<file path="config.mk">
export PLATFORM = sky130hd
export DESIGN_NAME = multi_pattern_wildcard_matcher_unit
export DESIGN_NICKNAME = d
export VERILOG_FILES = /design/src/hw/rtl/mpwm_pkg.sv /design/src/hw/rtl/multi_pattern_wildcard_matcher_unit.sv
export VERILOG_INCLUDE_DIRS = /design/src /design/src/hw/rtl
export SDC_FILE = /design/constraint.sdc
export NUM_CORES = 2
export LEC_CHECK = 0
export ABC_AREA = 1
export BUFFER_PORTS_ARGS = -buffer_cell sky130_fd_sc_hd__buf_4
export CORE_MARGIN = 2
export CORE_UTILIZATION = 58
export DETAILED_ROUTE_END_ITERATION = 12
export PLACE_DENSITY = 0.77
export SLEW_MARGIN = 25
export SYNTH_ARGS = -nofsm -noshare
export SYNTH_HDL_FRONTEND = slang
export SYNTH_SLANG_ARGS = --single-unit
</file>
<file path="constraint.sdc">
create_clock -name clk -period 13.3 [get_ports clk]
set_input_delay 1.995 -clock clk [delete_from_list [all_inputs] [get_ports clk]]
set_output_delay 1.995 -clock clk [all_outputs]
set_load 0.02 [all_outputs]
</file>
<file path="src/hw/rtl/multi_pattern_wildcard_matcher_unit_assert.svh">
// ----------------------------------------------------------------------------
// multi_pattern_wildcard_matcher_unit_assert.svh
// Assertion macros for the wildcard matcher. Every macro uses the clock clk
// and disables the check while arst_n is low.
// ----------------------------------------------------------------------------
`ifndef MULTI_PATTERN_WILDCARD_MATCHER_UNIT_ASSERT_SVH
`define MULTI_PATTERN_WILDCARD_MATCHER_UNIT_ASSERT_SVH

// Same-cycle implication: cons holds in the cycle in which ante holds.
`define MPWM_ASSERT_IMP(name, ante, cons, msg) \
	name: assert property (@(posedge clk) disable iff (!arst_n) (ante) |-> (cons)) \
		else $error(msg);

// Next-cycle implication: cons holds in the cycle after the one in which ante holds.
`define MPWM_ASSERT_NXT(name, ante, cons, msg) \
	name: assert property (@(posedge clk) disable iff (!arst_n) (ante) |=> (cons)) \
		else $error(msg);

`endif

</file>
<file path="src/hw/rtl/mpwm_pkg.sv">
// ----------------------------------------------------------------------------
// mpwm_pkg
// Shared constants for the multi-pattern wildcard matcher.
// ----------------------------------------------------------------------------
package mpwm_pkg;

	// Default sizes
	localparam int NUM_PATTERNS_DEF    = 8;
	localparam int MAX_PATTERN_LEN_DEF = 16;

	// Field widths
	localparam int CHAR_W  = 8;
	localparam int SLOT_W  = 3;
	localparam int POS_W   = 4;
	localparam int MASK_W  = 8;

	// Item codes
	localparam logic OP_LOAD = 1'b0;
	localparam logic OP_WORD = 1'b1;

	// Wildcard characters
	localparam logic [CHAR_W-1:0] CH_ANY  = 8'd63;
	localparam logic [CHAR_W-1:0] CH_STAR = 8'd42;

endpackage

</file>
<file path="src/hw/rtl/multi_pattern_wildcard_matcher_unit.sv">
// Flow: an accepted item is held in the input register; a word end's result is
//   loaded into the result register when that item leaves the input register.
// Throughput: one item per cycle unless a word end stalls on an untaken result;
//   the per-slot position-set update (advance plus star closure) is combinational.
// Reset: clears pattern lengths (all slots unused), word state and valids;
//   pattern characters are undefined until loaded.
// ----------------------------------------------------------------------------
// multi_pattern_wildcard_matcher_unit
// Matches streamed words against stored '?'/'*' patterns with one set of
// reachable pattern positions per slot, and reports a match mask per word.
// ----------------------------------------------------------------------------
`include "multi_pattern_wildcard_matcher_unit_assert.svh"

module multi_pattern_wildcard_matcher_unit #(
	parameter int NUM_PATTERNS    = mpwm_pkg::NUM_PATTERNS_DEF,
	parameter int MAX_PATTERN_LEN = mpwm_pkg::MAX_PATTERN_LEN_DEF
) (
	input  logic                        clk,
	input  logic                        arst_n,
	input  logic                        in_valid,
	output logic                        in_ready,
	input  logic                        opcode,
	input  logic [mpwm_pkg::CHAR_W-1:0] character,
	input  logic [mpwm_pkg::SLOT_W-1:0] slot,
	input  logic [mpwm_pkg::POS_W-1:0]  position,
	input  logic                        is_last,
	output logic                        out_valid,
	input  logic                        out_ready,
	output logic [mpwm_pkg::MASK_W-1:0] match_mask,
	output logic                        any_match
);
	import mpwm_pkg::*;

	localparam int LEN_W = $clog2(MAX_PATTERN_LEN + 1);
	localparam int PAD_W = (NUM_PATTERNS > MASK_W) ? NUM_PATTERNS : MASK_W;

	typedef logic [MAX_PATTERN_LEN:0]               pos_set_t;
	typedef logic [MAX_PATTERN_LEN-1:0][CHAR_W-1:0] pat_row_t;

	// Input register
	logic              valid_s1;
	logic              opcode_s1;
	logic [CHAR_W-1:0] character_s1;
	logic [SLOT_W-1:0] slot_s1;
	logic [POS_W-1:0]  position_s1;
	logic              is_last_s1;

	// Pattern and word state
	pat_row_t          chars_q  [NUM_PATTERNS];
	logic [LEN_W-1:0]  len_q    [NUM_PATTERNS];
	pos_set_t          active_q [NUM_PATTERNS];
	logic              in_word_q;

	// Result register
	logic              out_valid_q;
	logic [MASK_W-1:0] match_mask_q;
	logic              any_match_q;

	// Stage control
	logic              emit_s1;
	logic              adv_s1;
	logic              load_ok_s1;
	pos_set_t          next_set [NUM_PATTERNS];
	logic [NUM_PATTERNS-1:0] hit_mask;
	logic [PAD_W-1:0]  hit_pad;

	// Propagate reachability across '*' positions below the pattern length
	function automatic pos_set_t star_close(input pos_set_t v, input pat_row_t row,
			input logic [LEN_W-1:0] len);
		pos_set_t r;
		r = v;
		for (int p = 0; p < MAX_PATTERN_LEN; p++) begin
			if (p < int'(len) && r[p] && row[p] == CH_STAR) begin
				r[p+1] = 1'b1;
			end
		end
		return r;
	endfunction

	// Step the position set over one word byte
	function automatic pos_set_t step_set(input pos_set_t cur, input pat_row_t row,
			input logic [LEN_W-1:0] len, input logic [CHAR_W-1:0] b);
		pos_set_t nxt;
		nxt = '0;
		for (int p = 0; p < MAX_PATTERN_LEN; p++) begin
			if (p < int'(len) && cur[p]) begin
				if (row[p] == CH_STAR) begin
					nxt[p] = 1'b1;
				end
				if (row[p] == CH_ANY || row[p] == b) begin
					nxt[p+1] = 1'b1;
				end
			end
		end
		return star_close(nxt, row, len);
	endfunction

	// Handshake: hold the input stage only while its result cannot be placed
	assign emit_s1    = (opcode_s1 == OP_WORD) && is_last_s1;
	assign adv_s1     = valid_s1 && (!emit_s1 || !out_valid_q || out_ready);
	assign in_ready   = !valid_s1 || adv_s1;
	assign load_ok_s1 = (32'(slot_s1) < NUM_PATTERNS) && (32'(position_s1) < MAX_PATTERN_LEN);

	// Compute next position sets and whole-word hits for every slot
	always_comb begin
		pos_set_t base;
		for (int s = 0; s < NUM_PATTERNS; s++) begin
			base = in_word_q ? active_q[s]
				: star_close(pos_set_t'(1), chars_q[s], len_q[s]);
			next_set[s] = step_set(base, chars_q[s], len_q[s], character_s1);
			hit_mask[s] = (len_q[s] != '0) && next_set[s][len_q[s]];
		end
	end

	assign hit_pad = PAD_W'(hit_mask);

	// Capture the input transfer
	always_ff @(posedge clk or negedge arst_n) begin
		if (!arst_n) begin
			valid_s1 <= 1'b0;
		end else if (in_ready) begin
			valid_s1 <= in_valid;
		end
	end

	always_ff @(posedge clk) begin
		if (in_ready && in_valid) begin
			opcode_s1    <= opcode;
			character_s1 <= character;
			slot_s1      <= slot;
			position_s1  <= position;
			is_last_s1   <= is_last;
		end
	end

	// Write pattern characters at the decoded slot and position
	always_ff @(posedge clk) begin
		for (int s = 0; s < NUM_PATTERNS; s++) begin
			for (int p = 0; p < MAX_PATTERN_LEN; p++) begin
				if (adv_s1 && opcode_s1 == OP_LOAD && load_ok_s1
						&& 32'(slot_s1) == s && 32'(position_s1) == p) begin
					chars_q[s][p] <= character_s1;
				end
			end
		end
	end

	// Update lengths, position sets and word state
	always_ff @(posedge clk or negedge arst_n) begin
		if (!arst_n) begin
			for (int s = 0; s < NUM_PATTERNS; s++) begin
				len_q[s]    <= '0;
				active_q[s] <= pos_set_t'(1);
			end
			in_word_q <= 1'b0;
		end else if (adv_s1) begin
			if (opcode_s1 == OP_LOAD) begin
				for (int s = 0; s < NUM_PATTERNS; s++) begin
					if (load_ok_s1 && is_last_s1 && 32'(slot_s1) == s) begin
						len_q[s] <= LEN_W'(32'(position_s1) + 32'd1);
					end
				end
			end else begin
				for (int s = 0; s < NUM_PATTERNS; s++) begin
					active_q[s] <= next_set[s];
				end
				in_word_q <= !is_last_s1;
			end
		end
	end

	// Result register: set on a word end, drop after the output transfer
	always_ff @(posedge clk or negedge arst_n) begin
		if (!arst_n) begin
			out_valid_q <= 1'b0;
		end else if (adv_s1 && emit_s1) begin
			out_valid_q <= 1'b1;
		end else if (out_ready) begin
			out_valid_q <= 1'b0;
		end
	end

	always_ff @(posedge clk) begin
		if (adv_s1 && emit_s1) begin
			match_mask_q <= hit_pad[MASK_W-1:0];
			any_match_q  <= |hit_mask;
		end
	end

	assign out_valid  = out_valid_q;
	assign match_mask = match_mask_q;
	assign any_match  = any_match_q;

	// Checks
	`MPWM_ASSERT_IMP(a_mask_implies_any, out_valid_q && match_mask_q != '0, any_match_q, "match_mask set without any_match")
	`MPWM_ASSERT_IMP(a_stall_blocks_input, valid_s1 && emit_s1 && out_valid_q && !out_ready, !in_ready, "input taken while result is blocked")
	`MPWM_ASSERT_IMP(a_result_from_word_end, $rose(out_valid_q), $past(adv_s1 && emit_s1), "result without a word end")
	`MPWM_ASSERT_NXT(a_word_end_clears, adv_s1 && emit_s1, !in_word_q, "word state not cleared after word end")

endmodule

</file>
==> metrics.txt <==
core area 114,000 sq um; clock skew approximately 27 ps; final worst-path cycle share 0.434; GR Util All Layers 0.305; die width 343 um; Slowest cell on crit path buf_4; Mapped Avg Cell Area between 9 and 10 sq um; post-CTS setup buffers 0; P_leak 27.5 nW; number of global-route vias before repair around 52,000; Root Driver clkbuf_16; total clock sinks 1,221; fmax 0.173 GHz; WL per Instance between 20 and 25 um; num ports 32; Cells after Synth just over 7,000; ranking of synthesized cells by area edfxtp_1 (47%), nand2_1 (10%), xnor2_1 (6.4%); largest net degree at the start of global routing 100; post-DP HPWL about 110,000 um; # resized after CTS 0; port buffer count 31; ys async rst share 0.140; crit path from character_s1[4]$_DFFE_PP_; CTS tree built; post-layout min period between 5000 and 6000 ps; Post-synth EDFFs 1,050; status complete, no violations; Arr. time, crit path around 6400 ps; routability cong. 0.942; most used cell, CP nand2_2; DP Cell Count 8,621; Top FF cell, synth edfxtp_1; Startpoint Class flop; RR Endpoint any_match$_DFFE_PP_; DR iter-0 viols 6,088; Fin Hold WS around 470 ps; Hold Vio Cnt, Final 0; Critical Path Max Stage Delay ~660 ps; Post-CTS Hold Buffers 0; Starting Density 0.585; first-pass GRT wire length 280,000 um; pins over their slew limit 0; Worst Tran Pin Value about 1100 ps; post-route setup TNS 0 ps; Antenna Nets Post-Route 0; Reg-to-Reg Start character_s1[4]$_DFFE_PP_; max-cap violation count 0; max_slew headroom 0.242; fin cells 8,877; Max Buffers Root-to-Sink 3; maximum resistive drop on vdd 125 uV; Clock H-tree levels 4; flop2flop setup slack approximately 7500 ps; vias per cell a little under 6; number of remaining DRC errors 0; Crit. End Element flop; Net count, final 7,272; GRT overflow 0; layout cell share with drive strength beyond 1 0.0949; via count between 50,000 and 60,000; Clock transition at path regs about 60 ps; P per Cell Area about 130 nW/um^2; routed wire length 179,000 um; register area share after synthesis 0.537; Yosys cell types between 70 and 80; die height roughly 340 um; synthesized area between 60,000 and 70,000 sq um; Critical Path Fanout Max 44; syn_nets 7,268; R2R cell count 46; DRT Pass-1 Iters 8; # rows roughly 120; final setup vio count 0; FF+latch count, synth 1,221; TritonCTS Buffers about 140; initial antenna violation count 2; Die Footprint around 120,000 sq um; synthesis-to-finish area growth 8.49%; clk_lat worst skew around 760 ps; RSZ-0062 raised after global routing false; Worst Path Required about 14,000 ps; Layout Utilization 0.634; CP endpoint any_match$_DFFE_PP_; post-synth top area share 0.472; Setup CP Type reg2reg; Synth area leader edfxtp_1; HP Class reg2reg; Syn. warnings 0
flip-flops by register name, indices dropped and copies added (netlist names), 3 cells and up:
register      count
active_q        128
position_s1       4
character_s1      8
chars_q        1024
len_q            40
slot_s1           3
match_mask        8
logic make-up after synthesis:
group,after synthesis,share of synthesized area
xor gates and xnor gates,580,0.0767
adders and majority gates,4,0.000750
buffers and inverters,1028,0.0707
muxes,4,0.000619
DFF,1221,0.537
and+or+nand+nor,3797,0.257
AOI/OAI and AO/OA,609,0.0579
metal layers:
layer	up-vias	share of wire	wire length, um	track usage
met4	2	0.044	7910	0.142
met2	2633	0.45	81200	0.483
li1	24500	-	-	-
met5	-	0.000073	13	0
met1	25100	0.40	72100	0.409
met3	487	0.10	18000	0.0558
critical path: cells and delay by family, from the launching register on:
kind                      cells  cell delay [ps]
xor gates and xnor gates      1              190
buffers and inverters         3             1830
and+or+nand+nor              42             3150
DFF                           1              320
cells in the mapped netlist (17+ instances only):
cell	instances
xnor2_1	486
nand2_2	147
inv_1	764
clkbuf_1	59
nand3_1	388
buf_6	39
or2_2	148
inv_2	19
nand2_1	1837
nor2_1	593
nor3_1	155
nand4_1	330
o32ai_1	38
o21ai_0	250
a21oi_1	117
nor4_1	111
o21ai_1	18
o2111ai_1	43
edfxtp_1	1050
xor2_1	89
nor2_2	17
buf_2	78
buf_4	28
dfrtp_1	163
o41ai_1	29
worst min path at each step:
stage | startpoint | cells past startpoint | slack [ps] | to
global route | active_q[45]$_DFFE_PN0P_ | 2 | 500 | active_q[45]$_DFFE_PN0P_
finish | active_q[45]$_DFFE_PN0P_ | 2 | 470 | active_q[45]$_DFFE_PN0P_
floorplan | active_q[5]$_DFFE_PN0P_ | 2 | 440 | active_q[5]$_DFFE_PN0P_
global placement | active_q[105]$_DFFE_PN0P_ | 2 | 460 | active_q[105]$_DFFE_PN0P_
CTS | active_q[45]$_DFFE_PN0P_ | 2 | 480 | active_q[45]$_DFFE_PN0P_
detailed placement | active_q[45]$_DFFE_PN0P_ | 2 | 460 | active_q[45]$_DFFE_PN0P_
through the flow:
| stage | setup slack, ps | total power, W | cell area [sq um] |
|---|---|---|---|
| floorplan | 8250 | 0.00511 | 66700 |
| global placement | 7760 | 0.00540 | 67800 |
| CTS | 7600 | 0.00918 | 72400 |
| detailed placement | 7630 | 0.00542 | 67900 |
| global route | 7090 | 0.00948 | 72400 |
| finish | 7520 | 0.00919 | 72400 |
final cells by class:
| class | instances | area [sq um] |
|---|---|---|
| diodes | 3 | 7.51 |
| clock inverters | 69 | 737 |
| multi-input cells | 4994 | 26200 |
| repair buffers | 106 | 922 |
| inverters | 788 | 2990 |
| fillers | 8976 | 41800 |
| well taps | 1512 | 1890 |
| flip-flops and latches | 1221 | 35800 |
| clock buffers | 184 | 3800 |
placed cells by master (no fill, tap or decap), types with 87 or more instances in the layout:
| cell type | instances |
|---|---|
| buf_4 | 94 |
| edfxtp_1 | 1050 |
| nor2_1 | 593 |
| xnor2_1 | 486 |
| dfrtp_1 | 162 |
| nand2_1 | 1832 |
| or2_2 | 148 |
| nor3_1 | 155 |
| a21oi_1 | 117 |
| nand3_1 | 388 |
| clkbuf_16 | 143 |
| nand4_1 | 330 |
| xor2_1 | 87 |
| nor4_1 | 111 |
| inv_1 | 763 |
| nand2_2 | 151 |
| o21ai_0 | 250 |
power breakdown:
| group | switching, W | leakage, nW | internal [W] |
|---|---|---|---|
| Clock | 0.00154 | 2.22 | 0.00227 |
| Sequential | 0.0000743 | 11.6 | 0.00423 |
| Combinational | 0.000784 | 13.6 | 0.000291 |
(Power assumes the default switching activity.)
